<file path="src/hdl/psa_pkg.sv">
`timescale 1ns / 1ps

package psa_pkg;

    // Fixed field widths
    localparam int DATA_W   = 32;
    localparam int MAP_W    = 16;
    localparam int DONE_W   = 32;
    localparam int UNIT_W   = 5;
    localparam int BLK_W    = 4;
    localparam int CFG_IDX_W = 3;

    // Table geometry: {phase, colour, unit}
    localparam int NUM_COLOURS = 2;
    localparam int ADDR_W      = 1 + $clog2(NUM_COLOURS) + UNIT_W;
    localparam int DEPTH       = 1 << ADDR_W;

    // Build constants
    localparam int NUM_UNITS     = 32;
    localparam int NUM_BLOCKS    = 16;
    localparam int ERR_SHIFT     = 12;
    localparam int ACC_WIDTH_DEF = 64;

    // Register indexes on the configuration port
    typedef enum logic [CFG_IDX_W-1:0] {
        CFG_FWD_ALL_ARRIVED = 3'd0,
        CFG_BKP_ALL_ARRIVED = 3'd1,
        CFG_FWD_ALL_DONE    = 3'd2,
        CFG_BKP_ALL_DONE    = 3'd3,
        CFG_NET_MAX         = 3'd4,
        CFG_NET_MIN         = 3'd5,
        CFG_FWD_KEY_BASE    = 3'd6,
        CFG_BKP_KEY_BASE    = 3'd7
    } t_cfg_idx;

    // Phase encoding
    localparam logic PHASE_FWD = 1'b0;
    localparam logic PHASE_BKP = 1'b1;

    typedef struct packed {
        logic [MAP_W-1:0]         fwd_all_arrived;
        logic [MAP_W-1:0]         bkp_all_arrived;
        logic [DONE_W-1:0]        fwd_all_done;
        logic [DONE_W-1:0]        bkp_all_done;
        logic signed [DATA_W-1:0] net_max;
        logic signed [DATA_W-1:0] net_min;
        logic [DATA_W-1:0]        fwd_key_base;
        logic [DATA_W-1:0]        bkp_key_base;
    } t_cfg;

    // Completed-sum request handed from the accumulate stage to the output stage
    typedef struct packed {
        logic              emit;
        logic              phase;
        logic [UNIT_W-1:0] unit;
    } t_acc_ctl;

endpackage

</file>
<file path="src/hdl/psa_out_stage.sv">
`timescale 1ns / 1ps

module psa_out_stage
    import psa_pkg::*;
#(
    parameter int ACC_W = ACC_WIDTH_DEF
) (
    input  logic               i_clk,
    input  logic               i_rst_n,
    input  t_acc_ctl           i_ctl,
    input  logic [ACC_W-1:0]   i_sum,
    input  t_cfg               i_cfg,
    output logic               o_valid,
    output logic [DATA_W-1:0]  o_packet_key,
    output logic [DATA_W-1:0]  o_value,
    output logic               o_tick_done
);

    logic [DONE_W-1:0]       r_net_done;
    logic [DONE_W-1:0]       r_err_done;
    logic                    r_valid;
    logic                    r_tick;
    logic [DATA_W-1:0]       r_key;
    logic [DATA_W-1:0]       r_value;

    logic signed [ACC_W-1:0] sum_s;
    logic signed [ACC_W-1:0] hi;
    logic signed [ACC_W-1:0] lo;
    logic signed [ACC_W-1:0] shifted;
    logic [DONE_W-1:0]       done_cur;
    logic [DONE_W-1:0]       n_done;
    logic                    all_done;
    logic [DATA_W-1:0]       n_value;
    logic [DATA_W-1:0]       n_key;

    // Result value: saturate the net, scale the error
    always_comb begin
        sum_s   = signed'(i_sum);
        hi      = ACC_W'(i_cfg.net_max);
        lo      = ACC_W'(i_cfg.net_min);
        shifted = sum_s >>> ERR_SHIFT;
        if (i_ctl.phase == PHASE_BKP) begin
            n_value = shifted[DATA_W-1:0];
        end else if (sum_s >= hi) begin
            n_value = i_cfg.net_max;
        end else if (sum_s <= lo) begin
            n_value = i_cfg.net_min;
        end else begin
            n_value = i_sum[DATA_W-1:0];
        end
    end

    // Done map of the phase and routing key
    always_comb begin
        done_cur = (i_ctl.phase == PHASE_BKP) ? r_err_done : r_net_done;
        n_done   = done_cur | (DONE_W'(1) << i_ctl.unit);
        all_done = (i_ctl.phase == PHASE_BKP) ? (n_done == i_cfg.bkp_all_done)
                                              : (n_done == i_cfg.fwd_all_done);
        n_key    = ((i_ctl.phase == PHASE_BKP) ? i_cfg.bkp_key_base : i_cfg.fwd_key_base)
                   | DATA_W'(i_ctl.unit);
    end

    always_ff @(posedge i_clk) begin
        if (!i_rst_n) begin
            r_net_done <= '0;
            r_err_done <= '0;
            r_valid    <= 1'b0;
            r_tick     <= 1'b0;
        end else begin
            r_valid <= i_ctl.emit;
            r_tick  <= i_ctl.emit && all_done;
            if (i_ctl.emit) begin
                if (i_ctl.phase == PHASE_BKP) begin
                    r_err_done <= all_done ? '0 : n_done;
                end else begin
                    r_net_done <= all_done ? '0 : n_done;
                end
            end
        end
    end

    always_ff @(posedge i_clk) begin
        r_key   <= n_key;
        r_value <= n_value;
    end

    assign o_valid      = r_valid;
    assign o_packet_key = r_key;
    assign o_value      = r_value;
    assign o_tick_done  = r_tick;

endmodule

</file>
<file path="config.mk">
export PLATFORM = sky130hd
export DESIGN_NAME = psa_out_stage
export DESIGN_NICKNAME = d
export VERILOG_FILES = /design/src/hdl/psa_pkg.sv /design/src/hdl/psa_out_stage.sv
export SDC_FILE = /design/constraint.sdc
export NUM_CORES = 1
export LEC_CHECK = 0
export BUFFER_PORTS_ARGS = -buffer_cell sky130_fd_sc_hd__buf_2
export CAP_MARGIN = 5
export CORE_UTILIZATION = 35
export CTS_BUF_LIST = sky130_fd_sc_hd__clkbuf_8
export CTS_CLUSTER_DIAMETER = 60
export DETAILED_ROUTE_END_ITERATION = 10
export HOLD_SLACK_MARGIN = 0.06
export PLACE_DENSITY_LB_ADDON = 0.2
export REMOVE_ABC_BUFFERS = 1
export SLEW_MARGIN = 10
export SYNTH_ARGS = -nofsm -noshare
export SYNTH_HDL_FRONTEND = slang
export SYNTH_SLANG_ARGS = --single-unit
</file>
<file path="constraint.sdc">
create_clock -name i_clk -period 5.95 [get_ports i_clk]
set_clock_uncertainty 0.1 [all_clocks]
set_input_delay 0 -clock i_clk [delete_from_list [all_inputs] [get_ports i_clk]]
set_output_delay 0 -clock i_clk [all_outputs]
set_load 0.05 [all_outputs]
</file>
==> key figures <==
Clock network
  • Post-CTS Setup Bufs: 0
  • Clock-pin slew on the worst setup and hold paths: 0.10 ns
  • Num CTS Buffers: 17
  • H-tree levels: 4
  • Post-CTS Hold Fix Bufs: 164
  • Clock latency on the worst-skew pair: 0.46 ns
  • Clk buf depth: 2
  • Clock root buffer: clkbuf_8
  • Clock sink count: 130
  • Cts repair resizes: 0
  • CTS tree: yes

Pwr
  • Switching share of power: 0.398
  • Power Density: 202 mW/mm²
  • Int Power: 1670 µW
  • Worst vdd ir: 0.126 mV
  • Register share of total power: 0.337
  • Combinational share of power: 0.372
  • P_leak: 0.00616 µW
  • Switching pwr: 1110 µW
  • Clock Power Share: 0.291

Global route
  • Initial antenna violation count: 5
  • Gr usage total: 0.245
  • Pin count of the biggest net entering global routing: 64
  • Vias in the first global route: 10.6k
  • Global-route wire length before repair: 54900 µm
  • Congestion Overflow GR: 0

Floorplanning
  • Initial Util: 0.359
  • Num ports: 363
  • Rows: 60
  • Die X-Extent: 169 µm
  • Die area: 0.0285 mm²
  • Die height: 169 µm
  • Core area: 0.0271 mm²

Synth
  • Netlist cell types: between 50 and 60
  • Yosys warns: 0
  • Post-synth EDFFs: 0
  • FFs w/ async S/R, synth: 0
  • Mapped Cells: 1175
  • FF+latch count, synth: 130
  • Sequential fraction of the synthesis area: 0.267
  • Largest cells by area after synthesis: dfxtp_1 (27%), ha_1 (16%), a31oi_1 (6.2%)
  • Post-synth top area share: 0.267
  • Syn Std Cell Area: 0.00974 mm²
  • Synth Flop Type: dfxtp_1
  • Syn_area_per_cell: about 8.3 µm²
  • Largest area contributor in the synthesized netlist: dfxtp_1

Placement
  • GP Congestion: 0.859
  • Post-DP HPWL: 24600 µm
  • Port Buffers: 330

STA
  • Fin crit share: 0.760
  • Final Critical Period: between 4 and 5 ns
  • Max Freq: 0.221 GHz
  • RSZ-0062 raised after global routing: false
  • Final hold vios: 0
  • Max transition margin: 0.202
  • Worst-margin pin slew: 1.20 ns
  • Setup TNS: 0 ns
  • Max-slew violation count: 0
  • Final setup fails: 0
  • Hold Slack: a little over 0.1 ns

Critical path
  • Worst path buffer plus inverter count: 5
  • Max stage delay on crit path: 0.78 ns
  • Slowest CP cell: inv_1
  • Kind of critical path: in -> reg
  • Critical Path Start: i_cfg[95]
  • WP data required: 6.25 ns
  • Crit. End Element: flip-flop
  • Top delay family on crit path: buffers and inverters
  • Reg-to-reg startpoint: r_err_done[20]
  • CP Max Fanout: 33
  • Critical path depth in cells: 14
  • Worst-path cell chain: buf_2, inv_1, ha_1, nand4_4, nor4_2, buf_4, nand4_1, a31oi_1, or4_2, buf_4, a31oi_1, a32o_1, o221ai_2, dlygate4sd3_1
  • CP startpoint kind: input port
  • Worst Path Arrival: 4.82 ns
  • FF-to-FF path depth: 8

Min path
  • Hold Crit Start: i_cfg[177]
  • Hold Path Class: in -> reg
  • Hold-critical path depth: 6

Detailed routing
  • Initial DRC count: 776
  • Final ANT Viol Nets: 0
  • Drc violations: 0
  • Vias: ~11k
  • Vias per cell: 5.38
  • DRT Pass-1 Iters: 5
  • Routed length per instance: between 15 and 20 µm
  • Total Wirelength: 35000 µm

Cells and area
  • Layout area overhead: 41.6%
  • Final nets: 2055
  • Layout cells sized above 1: 0.275

Run
  • MaxCap Viol Count: 0

Run status
  • Outcome: completed
==> per-stage QoR <==
step	util	total power, µW	worst slack [ns]	cells	instance area (µm²)
final	0.509	2780	1.43	2019	13800
after global routing	0.509	2940	1.06	2018	13800
after CTS	0.508	2800	1.51	2015	13800
after detailed placement	0.432	1860	1.56	1819	11700
after global placement	0.432	1840	1.67	1819	11700
after floorplan	-	1540	1.08	1093	9350
==> cell type report <==
cell class / count / area [µm²]
Clock buffer: 17 / 234
Antenna cell: 4 / 10.0
Sequential cell: 130 / 2600
Clock inverter: 15 / 185
Timing Repair Buffer: 518 / 3490
Tap cell: 372 / 465
Fill cell: 2639 / 13300
Multi-Input combinational cell: 893 / 6540
Inverter: 70 / 263
==> worst paths after layout <==
path,to,slack (ns)
min reg2reg,r_err_done[12],0.37
max,o_value[6],1.43
min,o_tick_done,0.10
max reg2reg,r_err_done[26],3.38
==> cell usage after synthesis (41+ instances only) <==
master	n
nand2_1	95
inv_1	69
a31oi_1	96
dfxtp_1	130
xnor2_1	64
nand3_1	41
clkbuf_1	44
nor2_1	76
a21oi_1	118
o21ai_0	49
ha_1	128
==> routing by layer <==
metal	share of wire	up-vias	track usage
li1	-	5283	-
met1	0.44	5070	0.321
met2	0.47	470	0.410
met3	0.073	41	0.0444
met4	0.017	2	0.0680
met5	0.00034	-	0
==> placed cells by master (no fill, tap or decap), types with 5 or more instances in the layout <==
master | netlist | final
nand2_1 | 95 | 95
inv_1 | 69 | 69
a32o_1 | 30 | 30
o21ai_0 | 49 | 49
o221ai_2 | 27 | 27
nand3_1 | 41 | 40
ha_1 | 128 | 128
nor2b_1 | 9 | 7
dfxtp_1 | 130 | 130
o221ai_1 | 5 | 5
nor3_1 | 10 | 9
o211ai_1 | 5 | 5
mux2_2 | 27 | 27
a21o_1 | 16 | 16
nand4_1 | 30 | 30
xnor2_1 | 64 | 64
clkinv_8 | 0 | 5
dlygate4sd3_1 | 0 | 164
a211o_1 | 5 | 5
nor2_1 | 76 | 75
buf_2 | 20 | 329
a21oi_1 | 118 | 118
a31oi_1 | 96 | 96
clkbuf_8 | 0 | 17
a221oi_1 | 5 | 5
inv_8 | 0 | 7
nor4_1 | 18 | 18
buf_4 | 8 | 24
==> power by group through the flow <==
stage	Sequential [µW]	Combinational, µW	Clock (µW)
after global routing	943	1120	874
after floorplan	1140	407	0
after global placement	957	887	0
final	938	1030	810
after detailed placement	958	902	0
after CTS	938	1020	837
==> flip-flops by register name, summed over array words and instances, names as in the netlist <==
name and cells:
o_valid 1, r_err_done 32, r_net_done 32, o_tick_done 1, o_packet_key 32, o_value 32
==> tightest hold or removal path: stages <==
cell	delay (ns)
buf_2	0.08
xnor2_1	0.10
nor4_1	0.05
nand4_1	0.14
nor3_1	0.08
o21a_1	0.18
==> cells by family after synthesis <==
group | after synthesis | share of synthesized area
AO/OA/AOI/OAI | 370 | 0.262
XOR/XNOR | 64 | 0.0576
adder cells (fa/ha/maj) | 128 | 0.164
buffers and inverters | 152 | 0.0665
flip-flops | 130 | 0.267
multiplexers | 28 | 0.0322
AND/OR/NAND/NOR | 303 | 0.150
(Power assumes the default switching activity.)
