[src/hdl/psa_pkg.sv]
`timescale 1ns / 1ps

package psa_pkg;

    // Fixed field widths
    localparam int DATA_W   = 32;
    localparam int MAP_W    = 16;
    localparam int DONE_W   = 32;
    localparam int UNIT_W   = 5;
    localparam int BLK_W    = 4;
    localparam int CFG_IDX_W = 3;

    // Table geometry: {phase, colour, unit}
    localparam int NUM_COLOURS = 2;
    localparam int ADDR_W      = 1 + $clog2(NUM_COLOURS) + UNIT_W;
    localparam int DEPTH       = 1 << ADDR_W;

    // Build constants
    localparam int NUM_UNITS     = 32;
    localparam int NUM_BLOCKS    = 16;
    localparam int ERR_SHIFT     = 12;
    localparam int ACC_WIDTH_DEF = 64;

    // Register indexes on the configuration port
    typedef enum logic [CFG_IDX_W-1:0] {
        CFG_FWD_ALL_ARRIVED = 3'd0,
        CFG_BKP_ALL_ARRIVED = 3'd1,
        CFG_FWD_ALL_DONE    = 3'd2,
        CFG_BKP_ALL_DONE    = 3'd3,
        CFG_NET_MAX         = 3'd4,
        CFG_NET_MIN         = 3'd5,
        CFG_FWD_KEY_BASE    = 3'd6,
        CFG_BKP_KEY_BASE    = 3'd7
    } t_cfg_idx;

    // Phase encoding
    localparam logic PHASE_FWD = 1'b0;
    localparam logic PHASE_BKP = 1'b1;

    typedef struct packed {
        logic [MAP_W-1:0]         fwd_all_arrived;
        logic [MAP_W-1:0]         bkp_all_arrived;
        logic [DONE_W-1:0]        fwd_all_done;
        logic [DONE_W-1:0]        bkp_all_done;
        logic signed [DATA_W-1:0] net_max;
        logic signed [DATA_W-1:0] net_min;
        logic [DATA_W-1:0]        fwd_key_base;
        logic [DATA_W-1:0]        bkp_key_base;
    } t_cfg;

    // Completed-sum request handed from the accumulate stage to the output stage
    typedef struct packed {
        logic              emit;
        logic              phase;
        logic [UNIT_W-1:0] unit;
    } t_acc_ctl;

endpackage

[src/hdl/psa_acc_stage.sv]
`timescale 1ns / 1ps

module psa_acc_stage
    import psa_pkg::*;
#(
    parameter int ACC_W = ACC_WIDTH_DEF
) (
    input  logic                    i_clk,
    input  logic                    i_rst_n,
    input  logic                    i_req_vld,
    input  logic                    i_phase,
    input  logic                    i_colour,
    input  logic [BLK_W-1:0]        i_block,
    input  logic [UNIT_W-1:0]       i_unit_index,
    input  logic [DATA_W-1:0]       i_payload,
    input  t_cfg                    i_cfg,
    input  logic [ACC_W+MAP_W-1:0]  i_rd_data,
    output logic                    o_wr_en,
    output logic [ADDR_W-1:0]       o_wr_addr,
    output logic [ACC_W+MAP_W-1:0]  o_wr_data,
    output t_acc_ctl                o_ctl,
    output logic [ACC_W-1:0]        o_sum
);

    logic                r_vld;
    logic                r_phase;
    logic                r_colour;
    logic [BLK_W-1:0]    r_block;
    logic [UNIT_W-1:0]   r_unit;
    logic [DATA_W-1:0]   r_payload;
    t_acc_ctl            r_ctl;
    logic [ACC_W-1:0]    r_sum;

    logic [ACC_W-1:0]    old_sum;
    logic [MAP_W-1:0]    old_map;
    logic [ACC_W-1:0]    n_sum;
    logic [MAP_W-1:0]    n_map;
    logic                full;

    // Request register, lined up with the table read
    always_ff @(posedge i_clk) begin
        if (!i_rst_n) begin
            r_vld <= 1'b0;
        end else begin
            r_vld <= i_req_vld;
        end
    end

    always_ff @(posedge i_clk) begin
        r_phase   <= i_phase;
        r_colour  <= i_colour;
        r_block   <= i_block;
        r_unit    <= i_unit_index;
        r_payload <= i_payload;
    end

    // Read-modify-write of the entry
    always_comb begin
        old_sum = i_rd_data[ACC_W-1:0];
        old_map = i_rd_data[ACC_W +: MAP_W];
        n_sum   = old_sum + {{(ACC_W-DATA_W){r_payload[DATA_W-1]}}, r_payload};
        n_map   = old_map | (MAP_W'(1) << r_block);
        full    = (r_phase == PHASE_BKP) ? (n_map == i_cfg.bkp_all_arrived)
                                         : (n_map == i_cfg.fwd_all_arrived);
    end

    assign o_wr_en   = r_vld;
    assign o_wr_addr = {r_phase, r_colour, r_unit};
    // a completed sum clears its entry
    assign o_wr_data = full ? '0 : {n_map, n_sum};

    // Hand completed sums on
    always_ff @(posedge i_clk) begin
        if (!i_rst_n) begin
            r_ctl <= '0;
        end else begin
            r_ctl.emit  <= r_vld && full;
            r_ctl.phase <= r_phase;
            r_ctl.unit  <= r_unit;
        end
    end

    always_ff @(posedge i_clk) begin
        r_sum <= n_sum;
    end

    assign o_ctl = r_ctl;
    assign o_sum = r_sum;

endmodule

[config.mk]
export PLATFORM = sky130hd
export DESIGN_NAME = psa_acc_stage
export DESIGN_NICKNAME = d
export VERILOG_FILES = /design/src/hdl/psa_pkg.sv /design/src/hdl/psa_acc_stage.sv
export SDC_FILE = /design/constraint.sdc
export NUM_CORES = 1
export LEC_CHECK = 0
export ABC_CLOCK_PERIOD_IN_PS = 4050
export BUFFER_PORTS_ARGS = -buffer_cell sky130_fd_sc_hd__buf_2
export CAP_MARGIN = 20
export CORE_AREA = 4 4 198 200
export DETAILED_ROUTE_END_ITERATION = 8
export DIE_AREA = 0 0 202 204
export SLEW_MARGIN = 0
export SYNTH_ARGS = -nofsm -noshare
export SYNTH_HDL_FRONTEND = slang
export SYNTH_SLANG_ARGS = --single-unit
[constraint.sdc]
create_clock -name i_clk -period 4.05 [get_ports i_clk]
set_input_delay 0.81 -clock i_clk [delete_from_list [all_inputs] [get_ports i_clk]]
set_output_delay 0.81 -clock i_clk [all_outputs]
set_load 0.01 [all_outputs]
==> impl_metrics.tcl, run 1 <==
set metrics [dict create \
    r2r_cells 13 \
    antenna-diode-count 0 \
    pwr-share-seq 0.251 \
    fin_area_um2 14000 \
    worst_pin_slew_ps 549 \
    synth_seq_cells 115 \
    synth_nets 1317 \
    clkSlewWorstSetupHoldPaths_ps 60 \
    dpl_cell_area_um2 11100 \
    p_comb_frac 0.412 \
    start_util 0.202 \
    slew_violations 0 \
    ant_nets 0 \
    min_period_ps 4380 \
    antenna_found_initial 4 \
    setup_violations 22 \
    holdPathStages 1 \
    grt_pass1_wl_um 49900 \
    h-tree-depth 4 \
    hold_start "r_unit[2]$_DFF_P_" \
    netlist.area_leader.share 0.304 \
    vias 8768 \
    hold_viol 0 \
    wire_per_inst_um 17.4 \
    ys_types 72 \
    die_h_um 204 \
    rows 71 \
    outcome "finished with violations" \
    cts_buffer_depth 2 \
    critical_path_required_ps 3240 \
    dpl_worst_slack_ps -521 \
    drive_gt1_frac 0.564 \
    seq_area_frac_synth 0.304 \
    grt_pass1_vias 8924 \
    clkPwrFrac 0.336 \
    viasPerCell 4.47 \
    reg2reg_from "r_payload[0]$_DFF_P_" \
    gp_congestion 0.914 \
    die_w_um 202 \
    ys_top_cells_by_area "dfxtp_1 30%, ha_1 10%, a21oi_1 6.0%" \
    critPathKind "in -> out" \
    path_max_fanout 2 \
    fillers 3742 \
    cts_buffers 17 \
    grt_setup_unrepaired "true" \
    ys.flop_type "dfxtp_1" \
    io_pins 509 \
    netlist_instances 903 \
    peakVddDrop_mv 0.405 \
    avgSynthCellArea_um2 8.38 \
    internal_power_mw 3.57 \
    finClkSkew_ps 17.7 \
    dr.pass1.iters 5 \
    min_to "o_ctl[2]$_SDFF_PN0_" \
    async_flop_share 0 \
    clk_latency_ps 450 \
    violations "setup timing" \
    dp_hpwl_um 26800 \
    power_density_nw_per_um2 386 \
    finalNetCount 1853 \
    total_power_mw 5.40 \
    setup_ws_ps -329 \
    areaGrowthSynthToFinish_pct 84.8 \
    yosys_warnings 0 \
    cts_root_buf "clkbuf_16" \
    fin_crit_sh 1.08 \
    cts_tree "done" \
    leakage_nw 6.23 \
    critPathArrivalTime_ps 3570 \
    clock_sinks 115 \
    p_switching_mw 1.82 \
    synth_largest_area_cell "dfxtp_1" \
    synth_area_um2 7560 \
    hp-class "reg -> reg" \
    drtIter0Drc 388 \
    p_sw_frac 0.338 \
    grt_usage 0.156 \
    drcViolationCount 0 \
    reg2reg_to "o_sum[58]$_DFF_P_" \
    grt_max_degree 50 \
    wirelength_um 34200 \
    coreArea_um2 37400 \
    gr-total-overflow 0 \
    relSlewSlack 0.630 \
    max-cap-violations 0 \
    max_clock_freq_ghz 0.228 \
    critPathCaptureType "output port" \
    r2r_slack_ps 960 \
    synth_edf_count 0 \
    place.port_buffers 316 \
    setup.worst_path.start_class "input pin" \
    dieArea_um2 41200 \
]
==> worst max-delay path by stage <==
stage,depth (start not counted),from,slack (ps),endpoint
finish,13,i_rd_data[0],-330,o_wr_data[58]
global route,13,i_rd_data[0],-420,o_wr_data[58]
CTS,13,i_rd_data[0],-280,o_wr_data[58]
global placement,13,i_rd_data[0],-530,o_wr_data[58]
floorplan,11,i_rd_data[0],20,o_wr_data[58]
detailed placement,13,i_rd_data[0],-520,o_wr_data[58]
==> timing repair <==
action / 4_1_cts / 5_1_grt
endpoints found under the setup margin: 37 / 42
gates cloned: 2 / 1
pin swaps: 71 / 64
gates resized for setup: 158 / 152
hold buffers: 0 / 0
setup buffers: 23 / 20
==> layer usage <==
metal | vias up | part of all wire | GRT usage
li1 | 4298 | - | -
met1 | 4079 | 0.46 | 0.207
met2 | 347 | 0.44 | 0.242
met3 | 38 | 0.082 | 0.0522
met4 | 6 | 0.017 | 0.0449
met5 | - | 0.00099 | 0
==> power groups by stage <==
stage	combinational, mW	sequential (mW)	clock (mW)
2_1_floorplan	0.816	1.46	0
3_3_place_gp	1.80	1.37	0
3_5_place_dp	1.80	1.37	0
4_1_cts	2.03	1.36	1.88
5_1_grt	2.40	1.37	1.92
6_report	2.22	1.36	1.81
==> cell families (layout without fill, tap and decap cells) <==
family / after synthesis / after routing / share of synthesized area
AO/OA/AOI/OAI: 254 / 254 / 0.222
XOR/XNOR: 76 / 76 / 0.0880
adder cells (fa/ha/maj): 64 / 64 / 0.107
buffers and inverters: 59 / 608 / 0.0376
flip-flops: 115 / 115 / 0.304
multiplexers: 21 / 21 / 0.0288
AND/OR/NAND/NOR: 314 / 314 / 0.213
==> cells in the final DEF (no fill, tap or decap), types with 15 or more instances in the layout <==
master and count:
a21o_1 23, a21oi_1 54, a21oi_2 29, buf_2 306
buf_4 207, buf_6 40, clkbuf_16 18, dfxtp_1 114
ha_1 25, ha_4 33, inv_1 15, mux2i_1 18
nand2_1 71, nand4_1 26, nor2_1 63, nor2b_1 52
o21ai_0 26, xnor2_1 33
==> sequential cells by signal, indices dropped and copies added, names as in the netlist <==
| name | count |
|---|---|
| o_sum | 64 |
| r_payload | 32 |
| o_ctl | 7 |
| r_unit | 5 |
| r_block | 4 |
| o_wr_en | 1 |
| r_colour | 1 |
| r_phase | 1 |
==> Yosys cell counts, types with 3 or more instances <==
master	count
a21boi_0	4
inv_1	15
buf_4	4
ha_1	63
o31ai_2	3
nor2b_1	64
buf_2	26
xor2_1	30
nor3_1	13
o21ai_1	11
a31oi_1	13
nor4_1	8
o211ai_1	3
nand3_1	20
o21ai_0	38
xnor2_1	46
dfxtp_1	115
clkbuf_1	12
o21bai_1	12
a21oi_1	90
o31ai_1	5
nor2_1	72
o21a_1	7
and2_1	13
mux2i_1	18
nand2_1	77
a21o_1	23
o221ai_1	3
a211oi_1	9
nor3_2	3
nand4_1	26
==> metrics by stage <==
stage | setup TNS, ps | hold WS, ps | cells | utilization
4_1_cts | -3120 | 429 | 1947 | 0.348
5_1_grt | -7440 | 434 | 1963 | 0.374
2_1_floorplan | 0 | 434 | 903 | -
3_3_place_gp | -9760 | 435 | 1892 | 0.298
6_report | -3600 | 458 | 1963 | 0.374
3_5_place_dp | -9870 | 446 | 1892 | 0.298
==> layout make-up <==
cell class	instances	area (um^2)	share of cell area
flip-flops and latches	115	2310	0.165
inverters	15	56.3	0.00403
clock inverters	14	249	0.0178
clock buffers	18	439	0.0314
well taps	511	639	0.0458
multi-input cells	729	6550	0.469
repair buffers	561	3730	0.267
==> worst max-delay path, stage by stage <==
cell,delay [ps]
buf_6,100
ha_4,160
fa_2,400
a211oi_2,270
o21ai_1,110
and2_4,170
o21ai_4,210
nand3_4,110
a31oi_4,200
o21ai_4,100
a2111o_1,440
mux2_4,330
buf_6,120
Power figures use the tool's default switching activity.
==> run 2: changes to the inputs <==
--- a/config.mk
+++ b/config.mk
@@ -5,12 +5,12 @@
 export SDC_FILE = /design/constraint.sdc
 export NUM_CORES = 1
 export LEC_CHECK = 0
-export ABC_CLOCK_PERIOD_IN_PS = 4050
+export ABC_CLOCK_PERIOD_IN_PS = 4040
 export BUFFER_PORTS_ARGS = -buffer_cell sky130_fd_sc_hd__buf_2
 export CAP_MARGIN = 20
-export CORE_AREA = 4 4 198 200
+export CORE_AREA = 4 4 195 197
 export DETAILED_ROUTE_END_ITERATION = 8
-export DIE_AREA = 0 0 202 204
+export DIE_AREA = 0 0 199 201
 export SLEW_MARGIN = 0
 export SYNTH_ARGS = -nofsm -noshare
 export SYNTH_HDL_FRONTEND = slang
==> constraint.sdc (replaced) <==
create_clock -name i_clk -period 4.04 [get_ports i_clk]
set_input_delay 0.808 -clock i_clk [delete_from_list [all_inputs] [get_ports i_clk]]
set_output_delay 0.808 -clock i_clk [all_outputs]
set_load 0.01 [all_outputs]
==> run 2 against run 1 <==
The run still ends with setup timing left; final cell count is 2.4% lower; first-iteration DRC count is 8.0% lower; largest power group unchanged; clock power is 22% lower.
==> impl_metrics.tcl, run 2 (same netlist as run 1, synthesis figures left out) <==
set metrics [dict create \
    cp_slowest_stage_delay_ps 430 \
    coreArea_um2 36300 \
    wirelength_um 33900 \
    crit_chain "buf_6 > ha_4 > fa_2 > a211oi_2 > o21ai_1 > and2_4 > o21ai_4 > nand3_4 > a31oi_4 > o21ai_4 > a2111o_1 > mux2_4 > buf_6" \
    max_clock_freq_ghz 0.231 \
    setup_ws_ps -288 \
    drtIter0Drc 357 \
    clock_sinks 115 \
    h-tree-depth 4 \
    wire_per_inst_um 17.7 \
    outcome "finished with violations" \
    grt_usage 0.159 \
    cts_root_buf "clkbuf_16" \
    peakVddDrop_mv 0.311 \
    io_pins 509 \
    hp-class "in -> reg" \
    hold_viol 0 \
    final_cell_mix "305 x buf_2, 209 x buf_4, 114 x dfxtp_1" \
    critPathKind "in -> out" \
    path_max_fanout 3 \
    leakage_nw 6.12 \
    start_util 0.209 \
    hold_ws_ps 463 \
    crit_slowest_cell "a2111o_1" \
    ant_nets 0 \
    holdBufCountCts 0 \
    grt_pass1_vias 8897 \
    tns_ps -2290 \
    finalNetCount 1850 \
    largest_reg_flops 64 \
    finClkSkew_ps 12.0 \
    fin_crit_sh 1.07 \
    drive_gt1_frac 0.561 \
    place.port_buffers 316 \
    grt_max_degree 42 \
    use_met1 0.211 \
    power_density_nw_per_um2 367 \
    critical_path_required_ps 3230 \
    slew_violations 0 \
    gr-total-overflow 0 \
    grt_pass1_wl_um 49200 \
    grt-busiest-layer "met2" \
    cts_buffer_depth 2 \
    relSlewSlack 0.584 \
    die_h_um 201 \
    min_period_ps 4330 \
    dieArea_um2 40000 \
    cts_buffers 17 \
    antenna_found_initial 2 \
    multi_input_area_um2 6530 \
    viasPerCell 4.55 \
    grt_setup_unrepaired "true" \
    setup_violations 25 \
    setup.worst_path.start_class "input pin" \
    fillers 3665 \
    fin_area_um2 13700 \
    areaGrowthSynthToFinish_pct 80.6 \
    cts_tree "done" \
    worst_pin_slew_ps 621 \
    final_common_cell "buf_2" \
    dp_hpwl_um 27100 \
    dpl_cell_area_um2 11000 \
    violations "setup timing" \
    dr.pass1.iters 4 \
    grtUsageMet3 0.0643 \
    antenna-diode-count 0 \
    die_w_um 199 \
    critPathCaptureType "output port" \
    drcViolationCount 0 \
    grt_util_met2 0.243 \
    regArea_um2 2310 \
    rows 70 \
    clk_latency_ps 440 \
    clkSlewWorstSetupHoldPaths_ps 70 \
    dpl_worst_slack_ps -506 \
    max-cap-violations 0 \
    critPathArrivalTime_ps 3520 \
    r2r_slack_ps 1140 \
    vias 8711 \
    gp_congestion 0.879 \
]
[run 2: cell count changes in the layout (fill, tap and decap cells not counted), sizes merged]
cell / previous run / this run
bufinv: 6 / 0
clkinv: 4 / 8
bufbuf: 3 / 0
clkinvlp: 1 / 4
clkbuf: 19 / 17
buf: 557 / 558
inv: 18 / 17
[run 2: final timing paths]
kind                             start                    end  cells after the start
setup / recovery          i_rd_data[0]          o_wr_data[58]                     13
hold / removal           i_payload[31]  r_payload[31]$_DFF_P_                      1
setup reg to reg  r_payload[0]$_DFF_P_      o_sum[58]$_DFF_P_                     12
hold reg to reg      r_unit[4]$_DFF_P_    o_ctl[4]$_SDFF_PN0_                      1
[run 2: power by group]
group	internal (mW)	total [mW]	leakage, nW	switching (mW)
Sequential	1.31	1.36	0.970	0.0516
Clock	0.784	1.41	0.252	0.631
Combinational	1.09	2.23	4.89	1.14
[run 2: timing repair]
item                                    4_1_cts  5_1_grt
setup buffers                                21       33
endpoints found under the setup margin       38       43
pin swaps                                    71       70
resized for setup                           151      157
[run 2: layout make-up]
class,instances,share of cell area
Multi-Input combinational cell,729,0.478
Timing Repair Buffer,558,0.267
Sequential cell,115,0.169
Tap cell,468,0.0429
Clock buffer,17,0.0311
Clock inverter,14,0.00806
Inverter,15,0.00412
[run 2: through the flow]
stage | power (mW) | instances | utilization
CTS | 4.86 | 1889 | 0.349
floorplan | 2.28 | 903 | -
global route | 5.30 | 1916 | 0.377
global placement | 3.20 | 1840 | 0.304
detailed placement | 3.20 | 1840 | 0.304
finish | 5.01 | 1916 | 0.377
[run 2: metal layers]
metal	up-vias	routed length [um]
met1	4077	15600
met2	306	14700
met5	-	27
li1	4287	-
met3	37	3190
met4	4	449
[run 2: critical path, delay by kind of cell]
kind | cells | cell delay [ps]
buffers and inverters | 2 | 220
adder cells (fa/ha/maj) | 2 | 560
AO/OA/AOI/OAI | 6 | 1320
AND/OR/NAND/NOR | 2 | 290
multiplexers | 1 | 320
